<file path="src/rtl/rrt_pkg.sv">
`timescale 1ns / 1ps
// Shared types and constants for the reorder receive tracker.
// No dependencies; used by the channel interfaces and the top level.
package rrt_pkg;

  localparam int SEQ_W  = 32;
  localparam int LEN_W  = 11;
  localparam int SRC_W  = 16;
  localparam int SLOT_W = 5;

  localparam int DEF_WINDOW   = 32;
  localparam int DEF_SEQ_BITS = 32;

  localparam int MIN_PKT_LEN = 6;
  localparam int HDR_LEN     = 5;

  typedef enum logic [1:0] {
    KIND_DELIVER     = 2'd0,
    KIND_ACK         = 2'd1,
    KIND_DROP_SHORT  = 2'd2,
    KIND_DROP_WINDOW = 2'd3
  } kind_t;

  typedef enum logic [1:0] {
    ST_IDLE,
    ST_MOD,
    ST_DECIDE,
    ST_DRAIN
  } state_t;

  typedef struct packed {
    logic             fin;
    logic [LEN_W-1:0] len;
  } slot_entry_t;

endpackage

</file>
<file path="src/rtl/rrt_if.sv">
`timescale 1ns / 1ps
// Valid/ready channel interfaces for packet headers in and results out.
// Depends on rrt_pkg for field widths and the result kind type.
interface rrt_in_if;
  logic                        valid;
  logic                        ready;
  logic [rrt_pkg::SEQ_W-1:0]   seq;
  logic                        fin;
  logic [rrt_pkg::LEN_W-1:0]   pkt_len;
  logic [rrt_pkg::SRC_W-1:0]   source_id;

  modport source (output valid, output seq, output fin, output pkt_len,
                  output source_id, input ready);
  modport sink   (input valid, input seq, input fin, input pkt_len,
                  input source_id, output ready);
endinterface

interface rrt_out_if;
  logic                        valid;
  logic                        ready;
  rrt_pkg::kind_t              kind;
  logic [rrt_pkg::SEQ_W-1:0]   out_seq;
  logic [rrt_pkg::SLOT_W-1:0]  slot;
  logic [rrt_pkg::LEN_W-1:0]   payload_len;
  logic                        message_start;
  logic                        message_end;
  logic [rrt_pkg::SRC_W-1:0]   out_source;
  logic                        last;

  modport source (output valid, output kind, output out_seq, output slot,
                  output payload_len, output message_start, output message_end,
                  output out_source, output last, input ready);
  modport sink   (input valid, input kind, input out_seq, input slot,
                  input payload_len, input message_start, input message_end,
                  input out_source, input last, output ready);
endinterface

</file>
<file path="src/rtl/reorder_receive_tracker.sv">
`timescale 1ns / 1ps
// Receive-side reorder tracker: in-order delivery, window buffering and acks.
// Depends on rrt_pkg and the channel interfaces in rrt_if.sv.
//
// One packet header is taken per transfer on in_chan; results leave on out_chan
// through a single output register, so a new header is taken while a result
// still waits. Short, buffered, duplicate and out-of-window packets pass through
// the transfer, a remainder step for the slot index (reciprocal multiply, then
// multiply-subtract) and the decision. An in-order packet that releases k held
// packets is delivered at the decision, then one held delivery per cycle is read
// from the slot memory while out_chan does not stall, then the ack; a stall holds
// the sequencer. Held lengths and fin flags live in a WINDOW-entry memory with one
// registered read port; occupancy is flip-flops cleared by reset, no clearing pass.
module reorder_receive_tracker #(
  parameter int WINDOW   = rrt_pkg::DEF_WINDOW,
  parameter int SEQ_BITS = rrt_pkg::DEF_SEQ_BITS
) (
  input  logic        clk,
  input  logic        rst_n,
  rrt_in_if.sink      in_chan,
  rrt_out_if.source   out_chan
);

  localparam int IW = $clog2(WINDOW);
  localparam int SH = SEQ_BITS + IW;
  localparam int RW = SEQ_BITS + 1;
  localparam int PW = SEQ_BITS + RW;
  localparam int QW = PW - SH;
  localparam logic [63:0] RECIP64 =
    ((64'd1 << SH) + 64'(WINDOW) - 64'd1) / 64'(WINDOW);
  localparam logic [RW-1:0]       RECIP_C  = RW'(RECIP64);
  localparam logic [SEQ_BITS-1:0] WIN_SEQ  = SEQ_BITS'(WINDOW);
  localparam logic [IW-1:0]       WIN_LAST = IW'(WINDOW - 1);

  rrt_pkg::state_t state_r, state_nxt;

  logic [SEQ_BITS-1:0]      seq_r;
  logic                     fin_r;
  logic [rrt_pkg::LEN_W-1:0] len_r;
  logic [rrt_pkg::SRC_W-1:0] src_r;
  logic [PW-1:0]            prod_r;
  logic [IW-1:0]            slot_r;
  logic [SEQ_BITS-1:0]      dist_r;

  logic [SEQ_BITS-1:0]      exp_r;
  logic [IW-1:0]            exp_slot_r;
  logic                     in_msg_r;
  logic [IW-1:0]            cnt_r;
  logic [WINDOW-1:0]        valid_r;

  rrt_pkg::slot_entry_t     mem [WINDOW];
  rrt_pkg::slot_entry_t     rd_r;
  logic [IW-1:0]            rd_addr;

  logic                      out_valid_r;
  rrt_pkg::kind_t            o_kind_r;
  logic [rrt_pkg::SEQ_W-1:0]  o_seq_r;
  logic [rrt_pkg::SLOT_W-1:0] o_slot_r;
  logic [rrt_pkg::LEN_W-1:0]  o_len_r;
  logic                      o_start_r;
  logic                      o_end_r;
  logic [rrt_pkg::SRC_W-1:0]  o_src_r;
  logic                      o_last_r;

  logic                      emit;
  rrt_pkg::kind_t            e_kind;
  logic [SEQ_BITS-1:0]       e_seq;
  logic [IW-1:0]             e_slot;
  logic [rrt_pkg::LEN_W-1:0]  e_len;
  logic                      e_start;
  logic                      e_end;
  logic                      e_last;
  logic                      mem_we;
  logic                      advance;
  logic                      in_ready;

  logic [SEQ_BITS-1:0]       seq_in;
  logic [PW-1:0]             prod_in;
  logic [QW-1:0]             quo;
  logic [SEQ_BITS-1:0]       rem_full;
  logic [SEQ_BITS-1:0]       exp_inc;
  logic [IW-1:0]             exp_slot_inc;
  logic                      short_pkt;
  logic [rrt_pkg::LEN_W-1:0]  plen;
  logic                      in_window;
  logic                      drain_more;
  logic                      out_free;
  logic                      in_xfer;

  assign seq_in   = in_chan.seq[SEQ_BITS-1:0];
  assign prod_in  = PW'(seq_in) * PW'(RECIP_C);
  assign quo      = prod_r[PW-1:SH];
  assign rem_full = seq_r - SEQ_BITS'(quo) * WIN_SEQ;

  assign exp_inc      = exp_r + SEQ_BITS'(1);
  assign exp_slot_inc = (exp_inc == '0 || exp_slot_r == WIN_LAST) ? '0
                                                                 : exp_slot_r + IW'(1);

  assign short_pkt  = len_r < rrt_pkg::LEN_W'(rrt_pkg::MIN_PKT_LEN);
  assign plen       = len_r - rrt_pkg::LEN_W'(rrt_pkg::HDR_LEN);
  assign in_window  = dist_r < WIN_SEQ;
  assign drain_more = valid_r[exp_slot_r] && (cnt_r < WIN_LAST);
  assign out_free   = !out_valid_r || out_chan.ready;
  assign in_xfer    = in_chan.valid && in_ready;
  assign rd_addr    = advance ? exp_slot_inc : exp_slot_r;

  // next state
  always_comb begin
    state_nxt = state_r;
    unique case (state_r)
      rrt_pkg::ST_IDLE: begin
        if (in_xfer) state_nxt = rrt_pkg::ST_MOD;
      end
      rrt_pkg::ST_MOD: begin
        state_nxt = rrt_pkg::ST_DECIDE;
      end
      rrt_pkg::ST_DECIDE: begin
        if (out_free) begin
          state_nxt = (!short_pkt && dist_r == '0) ? rrt_pkg::ST_DRAIN : rrt_pkg::ST_IDLE;
        end
      end
      rrt_pkg::ST_DRAIN: begin
        if (out_free && !drain_more) state_nxt = rrt_pkg::ST_IDLE;
      end
      default: state_nxt = rrt_pkg::ST_IDLE;
    endcase
  end

  // outputs of the sequencer
  always_comb begin
    emit     = 1'b0;
    e_kind   = rrt_pkg::KIND_ACK;
    e_seq    = seq_r;
    e_slot   = slot_r;
    e_len    = '0;
    e_start  = 1'b0;
    e_end    = 1'b0;
    e_last   = 1'b0;
    mem_we   = 1'b0;
    advance  = 1'b0;
    in_ready = 1'b0;
    unique case (state_r)
      rrt_pkg::ST_IDLE: begin
        in_ready = 1'b1;
      end
      rrt_pkg::ST_MOD: begin
      end
      rrt_pkg::ST_DECIDE: begin
        if (out_free) begin
          emit = 1'b1;
          if (short_pkt) begin
            e_kind = rrt_pkg::KIND_DROP_SHORT;
            e_last = 1'b1;
          end else if (dist_r == '0) begin
            e_kind  = rrt_pkg::KIND_DELIVER;
            e_len   = plen;
            e_start = !in_msg_r;
            e_end   = fin_r;
            advance = 1'b1;
          end else if (in_window) begin
            e_last = 1'b1;
            mem_we = !valid_r[slot_r];
          end else if (dist_r[SEQ_BITS-1]) begin
            e_last = 1'b1;
          end else begin
            e_kind = rrt_pkg::KIND_DROP_WINDOW;
            e_last = 1'b1;
          end
        end
      end
      rrt_pkg::ST_DRAIN: begin
        if (out_free) begin
          emit = 1'b1;
          if (drain_more) begin
            e_kind  = rrt_pkg::KIND_DELIVER;
            e_seq   = exp_r;
            e_slot  = exp_slot_r;
            e_len   = rd_r.len;
            e_start = !in_msg_r;
            e_end   = rd_r.fin;
            advance = 1'b1;
          end else begin
            e_last = 1'b1;
          end
        end
      end
      default: begin
      end
    endcase
  end

  always_ff @(posedge clk) begin
    if (!rst_n) begin
      state_r     <= rrt_pkg::ST_IDLE;
      exp_r       <= SEQ_BITS'(1);
      exp_slot_r  <= IW'(1);
      in_msg_r    <= 1'b0;
      cnt_r       <= '0;
      valid_r     <= '0;
      out_valid_r <= 1'b0;
    end else begin
      state_r <= state_nxt;
      if (advance) begin
        valid_r[exp_slot_r] <= 1'b0;
        exp_r      <= exp_inc;
        exp_slot_r <= exp_slot_inc;
        in_msg_r   <= !e_end;
      end
      if (mem_we) valid_r[slot_r] <= 1'b1;
      if (state_r == rrt_pkg::ST_DECIDE) cnt_r <= '0;
      else if (advance) cnt_r <= cnt_r + IW'(1);
      if (emit) out_valid_r <= 1'b1;
      else if (out_chan.ready) out_valid_r <= 1'b0;
    end
  end

  // datapath, no reset
  always_ff @(posedge clk) begin
    if (in_xfer) begin
      seq_r  <= seq_in;
      fin_r  <= in_chan.fin;
      len_r  <= in_chan.pkt_len;
      src_r  <= in_chan.source_id;
      prod_r <= prod_in;
    end
    if (state_r == rrt_pkg::ST_MOD) begin
      slot_r <= rem_full[IW-1:0];
      dist_r <= seq_r - exp_r;
    end
    if (emit) begin
      o_kind_r  <= e_kind;
      o_seq_r   <= rrt_pkg::SEQ_W'(e_seq);
      o_slot_r  <= rrt_pkg::SLOT_W'(e_slot);
      o_len_r   <= e_len;
      o_start_r <= e_start;
      o_end_r   <= e_end;
      o_src_r   <= src_r;
      o_last_r  <= e_last;
    end
  end

  // slot memory
  always_ff @(posedge clk) begin
    if (mem_we) mem[slot_r] <= '{fin: fin_r, len: plen};
    rd_r <= mem[rd_addr];
  end

  assign in_chan.ready          = in_ready;
  assign out_chan.valid         = out_valid_r;
  assign out_chan.kind          = o_kind_r;
  assign out_chan.out_seq       = o_seq_r;
  assign out_chan.slot          = o_slot_r;
  assign out_chan.payload_len   = o_len_r;
  assign out_chan.message_start = o_start_r;
  assign out_chan.message_end   = o_end_r;
  assign out_chan.out_source    = o_src_r;
  assign out_chan.last          = o_last_r;

endmodule
</file>
<file path="src/flat_wrapper.sv">
// flat-port wrapper written by rule: the top's interface ports become plain ports
module reorder_receive_tracker_flat 
#(
  parameter int WINDOW   = rrt_pkg::DEF_WINDOW,
  parameter int SEQ_BITS = rrt_pkg::DEF_SEQ_BITS
)
  (clk, rst_n, in_chan_valid, in_chan_seq, in_chan_fin, in_chan_pkt_len, in_chan_source_id, in_chan_ready, out_chan_valid, out_chan_kind, out_chan_out_seq, out_chan_slot, out_chan_payload_len, out_chan_message_start, out_chan_message_end, out_chan_out_source, out_chan_last, out_chan_ready);
  rrt_in_if in_chan_i ();
  rrt_out_if out_chan_i ();
  input  logic clk;
  input  logic rst_n;
  input wire logic [$bits(in_chan_i.valid)-1:0] in_chan_valid;
  input wire logic [$bits(in_chan_i.seq)-1:0] in_chan_seq;
  input wire logic [$bits(in_chan_i.fin)-1:0] in_chan_fin;
  input wire logic [$bits(in_chan_i.pkt_len)-1:0] in_chan_pkt_len;
  input wire logic [$bits(in_chan_i.source_id)-1:0] in_chan_source_id;
  output wire logic [$bits(in_chan_i.ready)-1:0] in_chan_ready;
  output wire logic [$bits(out_chan_i.valid)-1:0] out_chan_valid;
  output wire logic [$bits(out_chan_i.kind)-1:0] out_chan_kind;
  output wire logic [$bits(out_chan_i.out_seq)-1:0] out_chan_out_seq;
  output wire logic [$bits(out_chan_i.slot)-1:0] out_chan_slot;
  output wire logic [$bits(out_chan_i.payload_len)-1:0] out_chan_payload_len;
  output wire logic [$bits(out_chan_i.message_start)-1:0] out_chan_message_start;
  output wire logic [$bits(out_chan_i.message_end)-1:0] out_chan_message_end;
  output wire logic [$bits(out_chan_i.out_source)-1:0] out_chan_out_source;
  output wire logic [$bits(out_chan_i.last)-1:0] out_chan_last;
  input wire logic [$bits(out_chan_i.ready)-1:0] out_chan_ready;
  assign in_chan_i.valid = in_chan_valid;
  assign in_chan_i.seq = in_chan_seq;
  assign in_chan_i.fin = in_chan_fin;
  assign in_chan_i.pkt_len = in_chan_pkt_len;
  assign in_chan_i.source_id = in_chan_source_id;
  assign in_chan_ready = in_chan_i.ready;
  assign out_chan_valid = out_chan_i.valid;
  assign out_chan_kind = out_chan_i.kind;
  assign out_chan_out_seq = out_chan_i.out_seq;
  assign out_chan_slot = out_chan_i.slot;
  assign out_chan_payload_len = out_chan_i.payload_len;
  assign out_chan_message_start = out_chan_i.message_start;
  assign out_chan_message_end = out_chan_i.message_end;
  assign out_chan_out_source = out_chan_i.out_source;
  assign out_chan_last = out_chan_i.last;
  assign out_chan_i.ready = out_chan_ready;
  reorder_receive_tracker #(.WINDOW(WINDOW), .SEQ_BITS(SEQ_BITS)) u_core (.clk(clk), .rst_n(rst_n), .in_chan(in_chan_i), .out_chan(out_chan_i));
endmodule
</file>
<file path="config.mk">
export PLATFORM = sky130hd
export DESIGN_NAME = reorder_receive_tracker_flat
export DESIGN_NICKNAME = d
export VERILOG_FILES = /design/src/rtl/rrt_pkg.sv /design/src/rtl/rrt_if.sv /design/src/rtl/reorder_receive_tracker.sv /design/src/flat_wrapper.sv
export SDC_FILE = /design/constraint.sdc
export NUM_CORES = 1
export LEC_CHECK = 0
export BUFFER_PORTS_ARGS = -buffer_cell sky130_fd_sc_hd__clkbuf_2
export CORE_ASPECT_RATIO = 1.75
export CORE_MARGIN = 4
export CORE_UTILIZATION = 60
export DETAILED_ROUTE_END_ITERATION = 10
export GPL_TIMING_DRIVEN = 0
export PLACE_DENSITY = 0.77
export SKIP_LAST_GASP = 1
export SLEW_MARGIN = 20
export SYNTH_ARGS = -nofsm -noshare
export SYNTH_HDL_FRONTEND = slang
export SYNTH_SLANG_ARGS = --single-unit
</file>
<file path="constraint.sdc">
create_clock -name clk -period 5.2 [get_ports clk]
set_input_delay 0.26 -clock clk [delete_from_list [all_inputs] [get_ports clk]]
set_output_delay 0.26 -clock clk [all_outputs]
set_load 0.03 [all_outputs]
</file>
Word level (Yosys, flattened, before mapping)
Memory sizes are Yosys's and may differ from the RTL's. A register that Yosys moved wholly into a read port is not among the register bits.
Cells that the tools add are included.
{"block": "op_classes", "n_addsub": 6, "magnitude_cmp": 7, "eq_ne": 7, "muxes": 74, "bitwise_logic": 4, "reduce_logical": 21}
{"operator": "$mux W32", "count": 6}
{"operator": "$logic_not A32 Y1", "count": 2}
{"operator": "$mux W11", "count": 5}
{"operator": "$mux W1", "count": 37}
{"operator": "$add A32 B1 Y32 const B", "count": 1}
{"operator": "$and A32 B32 Y32", "count": 1}
{"operator": "$lt A32 B6 Y1 const B", "count": 1}
{"operator": "$not A32 Y32", "count": 1}
{"operator": "$or A32 B32 Y32", "count": 1}
{"operator": "$sub A32 B32 Y32", "count": 1}
{"operator": "$mux W5", "count": 5}
{"operator": "$pmux W11 S2", "count": 1}
{"operator": "$mux W2", "count": 10}
{"operator": "$lt A5 B6 Y1 const B", "count": 2}
{"operator": "$lt A11 B3 Y1 const B", "count": 1}
{"operator": "$sub A11 B3 Y11 const B", "count": 1}
{"operator": "$add A5 B1 Y5 const B", "count": 2}
{"operator": "$bmux W1 S5", "count": 2}
{"operator": "$demux W1 S5", "count": 2}
{"operator": "$ge A5 B1 Y1 const B", "count": 2}
{"operator": "$pmux W1 S2", "count": 4}
{"operator": "$pmux W2 S4", "count": 1}
{"operator": "$logic_and A1 B1 Y1", "count": 6}
{"operator": "$logic_not A1 Y1", "count": 6}
{"operator": "13 further kinds", "count": 18}
{"block": "word_totals", "reg_bits": 244, "mem_bits_rw": 384, "inputBits": 64, "out_inout_bits": 71, "elab_cells": 141, "mem_count": 1}
{"name": "u_core.mem", "depth": 32, "width": 12, "rd": 1, "rd_ports_with_merged_regs": 1, "wr": 1, "line": "reorder_receive_tracker.sv:51", "rtl": "rrt_pkg::slot_entry_t mem [WINDOW];"}

Depth between registers and ports, before layout
{"block": "depth", "word_depth": 10, "mapped_depth": 17}

Least setup slack after synthesis
Ideal clock, no wire load.
{"block": "synth_timing", "path_type": "register to register", "startpoint": "register u_core.out_valid_r, in the netlist u_core.out_chan.valid", "endpoint": "register u_core.rd_r[1] (netlist name)", "setup_ns": 0.123, "t_arrival_ns": 4.137, "t_required_ns": 5.077, "setup_slack_ns": 0.940, "path_stages_with_launch": 14, "path_buffers": 2, "period_less_slack_ns": 4.260, "path_cell_list": "dfxtp_1 > nand2b_1 > nand2_1 > inv_1 > and3_1 > and2_1 > nor2_1 > clkbuf_1 > or4_1 > o211ai_1 > clkbuf_1 > o221ai_1 > o22ai_1 > nor4_1"}
{"block": "synth_between", "elab_chain_cells": 5, "word_cells_on_any_way": 6, "cone_classes": "4 x mux; 2 x reduce/logical"}
{"item": "from (decl)", "line": "reorder_receive_tracker.sv:55", "rtl": "logic out_valid_r;"}
{"item": "from (signal assigned)", "line": "reorder_receive_tracker.sv:200", "rtl": "out_valid_r <= 1'b0;"}
{"item": "from (signal assigned)", "line": "reorder_receive_tracker.sv:212", "rtl": "if (emit) out_valid_r <= 1'b1;"}
{"item": "from (signal assigned)", "line": "reorder_receive_tracker.sv:213", "rtl": "else if (out_chan.ready) out_valid_r <= 1'b0;"}
{"item": "$logic_not A1 Y1 (*)", "line": "reorder_receive_tracker.sv:103", "rtl": "assign out_free = !out_valid_r || out_chan.ready;"}
{"item": "$logic_or A1 B1 Y1 (*)", "line": "reorder_receive_tracker.sv:103"}
{"item": "$mux W1, on equally long branches", "line": "reorder_receive_tracker.sv:172, reorder_receive_tracker.sv:149"}
{"item": "$pmux W1 S2 (*)", "line": "reorder_receive_tracker.sv:142", "rtl": "unique case (state_r)"}
{"item": "$mux W5 (*)"}
Mark *: on every way between the ends. The rest lies on a longest branch, timed or not.
A chain may end at the register's enable or synchronous reset.

Final worst setup path
{"block": "layout_timing", "startpoint": "register u_core.exp_slot_r[1]", "endpoint": "register u_core.rd_r[5] (netlist name)"}
{"block": "layout_between", "elab_chain_cells": 7, "word_cells_on_any_way": 11, "cone_classes": "1 x add/sub; 1 x eq/ne; 7 x mux; 2 x reduce/logical"}
{"item": "from (decl)", "line": "reorder_receive_tracker.sv:46", "rtl": "logic [IW-1:0] exp_slot_r;"}
{"item": "from (signal assigned)", "line": "reorder_receive_tracker.sv:206", "rtl": "exp_slot_r <= exp_slot_inc;"}
{"item": "$bmux W1 S5", "line": "reorder_receive_tracker.sv:102", "rtl": "assign drain_more = valid_r[exp_slot_r] && (cnt_r < WIN_LAST);"}
{"item": "$mux W1 (implied by the code)", "line": "reorder_receive_tracker.sv:102"}
{"item": "$logic_and A1 B1 Y1", "line": "reorder_receive_tracker.sv:102"}
{"item": "$mux W1", "line": "reorder_receive_tracker.sv:174", "rtl": "if (drain_more) begin"}
{"item": "$mux W1", "line": "reorder_receive_tracker.sv:172", "rtl": "if (out_free) begin"}
{"item": "$pmux W1 S2", "line": "reorder_receive_tracker.sv:142"}
{"item": "$mux W5 (*)"}
Mark *: on every way between the ends. The rest lies on a longest branch, timed or not. The select of a mux whose other input is x is not followed.

==> results_dict.tcl <==
set metrics [dict create \
    status "completed" \
    rsz0062_at_grt "no" \
    tightestPinTransition_ns 1.15 \
    root_buffer "clkbuf_16" \
    cts_buffers 54 \
    path_common_cell "buf_4" \
    cp_max_fo 10 \
    synth-simple-area-share_pct 9.46 \
    cts_max_path_buffers 3 \
    route.detailed.drc 0 \
    p_per_area_nw_per_um2 321 \
    htreeDepth 2 \
    finalSetupViolations 0 \
    final_area_um2 32000 \
    hpwl_mm 56.2 \
    startpoint_type "flop" \
    dieHeight_um 291 \
    path_clk_slew_ns 0.07 \
    worstSetupPathType "reg2reg" \
    slowest_delay_ns 0.49 \
    synth-compound-area-share_pct 10.1 \
    slew_headroom_pct 23.3 \
    firstDrtPassIters 5 \
    syn-instance-count 2026 \
    place_ws_ns -1.58 \
    vias_per_cell 6.45 \
    avgSynthCellArea_um2 13.6 \
    syn-num-nets 2131 \
    grt_pass1_vias 19420 \
    path_cells "buf_2, buf_4, mux2i_1, o22ai_1, nor4_1, o221ai_2, and2_1, buf_4, o21ai_2, a2bb2oi_4, buf_4, buf_2, nand2_1, a32oi_2, a211oi_1, nor4_2" \
    synth_common_cells "edfxtp_1, nand2_1, mux2i_1" \
    grt_first_pass_wirelength_mm 117 \
    insertion_delay_ns 0.61 \
    synth_warnings 0 \
    ys_ff_latch 640 \
    synth_edf_count 550 \
    antenna_found_initial 2 \
    slew_viol_final 0 \
    synthAdderAreaFrac_pct 1.90 \
    min_period_ns 5.14 \
    cp_top_family "compound AO/OA/AOI/OAI gates" \
    ys_types 78 \
    yosys.area.top_type "edfxtp_1" \
    end_kind "flop" \
    cts_num_sinks 640 \
    syn_to_final_growth_pct 16.7 \
    grt-ovfl-total 0 \
    fmax_mhz 194 \
    port_buffers 133 \
    p_leak_nw 10.6 \
    ant_nets 0 \
    vias 18826 \
    power_mw 10.3 \
    yosys-top-cells-area "edfxtp_1, dfxtp_1, mux2i_1, nand2_1, xnor2_1" \
    rows 103 \
    num-fill-cells 3052 \
    drt-initial-drc-count 1676 \
    ys_async_sr_fraction_pct 0 \
    io_pins 135 \
    setup_ws_ns 0.0567 \
    worst_clock_skew_ns 0.0298 \
    fin_cells 2920 \
    netlist.area_leader.share_pct 60.1 \
    timing.final.crit_share_pct 98.9 \
    grt_usage_pct 31.7 \
    wire_per_inst_um 27.0 \
    synth_xor_area_share_pct 2.58 \
    place.gp.congestion 0.968 \
    grt_max_degree 39 \
    final_layout_size_suffix_gt1_share_pct 17.5 \
    final_hold_viol_count 0 \
    crit_buf_inv 5 \
    vdd_drop_max_mv 0.297 \
    wl_mm 78.7 \
    cp.required_ns 5.63 \
    place_inst 2752 \
    die-width_um 170 \
    yosysSeqAreaShare_pct 66.7 \
    drv_cap 0 \
    hold_class "in2reg" \
    crit_arrival_ns 5.57 \
    synth_top_family_by_area "compound AO/OA/AOI/OAI gates" \
    die-area_um2 49400 \
    nNetsFinal 2401 \
    start_util_pct 60.7 \
    cts_tree "done" \
    place_area_um2 29300 \
    core_um2 45200 \
    synth_ff_type "edfxtp_1" \
    synth.cell_area_um2 27500 \
    cpMaxStageDelayCell "nor4_2" \
    synth_mux_area_share_pct 6.74 \
    synth_most_common_cell "edfxtp_1" \
]
[through the flow]
stage,hold slack (ns),setup TNS [ns],utilization [%]
global route,0.0781,0,70.8
floorplan,0.359,0,-
global placement,0.401,-29.88,63.8
CTS,0.0411,-0.0412,70.5
finish,0.0713,0,70.8
detailed placement,0.405,-16.42,64.7
[timing repair]
item,in CTS,in global routing
setup endpoints to repair,14,47
cloned,0,0
hold endpoints to repair,60,0
buffers inserted,0,4
hold buffers,60,0
resized for setup,48,25
pin swaps,1,5
[routing by layer]
metal / vias up / global-route usage (%) / part of all wire [%]
li1: 8250 / - / -
met3: 360 / 4.23 / 5.5
met5: - / 0 / 0
met4: 0 / 27.8 / 11
met2: 940 / 56.9 / 53
met1: 9276 / 31.1 / 31
[power by group]
part	total, mW	leakage [nW]	internal (mW)	switching (mW)
sequential	5.73	5.74	5.69	0.0380
combinational	0.492	3.96	0.178	0.314
clock	4.08	0.854	2.22	1.86
total	10.3	10.6	8.08	2.21
[worst min-delay path, delay by kind of cell]
kind,cells,cell delay (ns)
AOI/OAI and AO/OA,1,0.09
and+or+nand+nor,1,0.15
buffers and inverters,1,0.11
[layout by cell type (no fill, tap or decap), types with 15 or more instances in the layout]
master,Yosys,final
a211oi_1,31,23
a21oi_1,94,94
a221oi_1,24,24
a32oi_1,22,18
and2_1,51,50
buf_2,34,32
buf_4,9,15
clkbuf_1,61,57
clkbuf_16,0,55
clkbuf_2,0,148
dfxtp_1,90,90
dlygate4sd3_1,0,60
edfxtp_1,550,550
ha_1,40,40
inv_1,52,51
mux2i_1,159,159
nand2_1,184,182
nand3_1,30,30
nand4_1,20,20
nor2_1,84,53
nor2_2,0,31
nor3_1,30,28
nor4_1,29,17
o21a_1,42,42
o21ai_0,81,81
o221ai_1,26,19
o22ai_1,22,21
xnor2_1,64,59
[path summary, 6_finish.rpt]
kind | slack [ns] | start | depth (start not counted) | end
worst max register to register | 0.06 | u_core.exp_slot_r[1] | 16 | u_core.rd_r[5]
worst min-delay path | 0.07 | out_chan_ready | 3 | u_core.out_chan.valid
worst max-delay path | 0.06 | u_core.exp_slot_r[1] | 16 | u_core.rd_r[5]
worst min register to register | 0.42 | u_core.src_r[6] | 0 | u_core.out_chan.out_source[6]
[logic make-up (layout without fill, tap and decap cells)]
logic type	after synthesis	after routing
simple gates	515	515
xor+xnor	81	81
compound gates	414	414
fa+ha+maj	41	41
mux	172	172
buf+inv	163	478
other cells	0	2
flops	640	640
[layout make-up]
type / count / area, um^2 / area share (%)
flip-flops and latches: 640 / 18300 / 57.2
inverters: 52 / 198 / 0.617
clock buffers: 70 / 1480 / 4.63
well taps: 577 / 722 / 2.25
multi-input cells: 1223 / 8940 / 27.9
diodes: 2 / 5.00 / 0.0156
clock inverters: 31 / 273 / 0.851
plain buffers: 111 / 520 / 1.62
repair buffers: 214 / 1590 / 4.95
[state kept, by name (all words and copies together), names as in the netlist, 11 cells and up]
name,count
u_core.mem,384
u_core.len_r,11
u_core.out_chan.out_source,16
u_core.out_chan.payload_len,11
u_core.prod_r,32
u_core.valid_r,32
u_core.rd_r,12
u_core.dist_r,32
u_core.src_r,16
u_core.exp_r,32
u_core.out_chan.out_seq,32
Note: power is estimated with default switching activity, not from simulation.
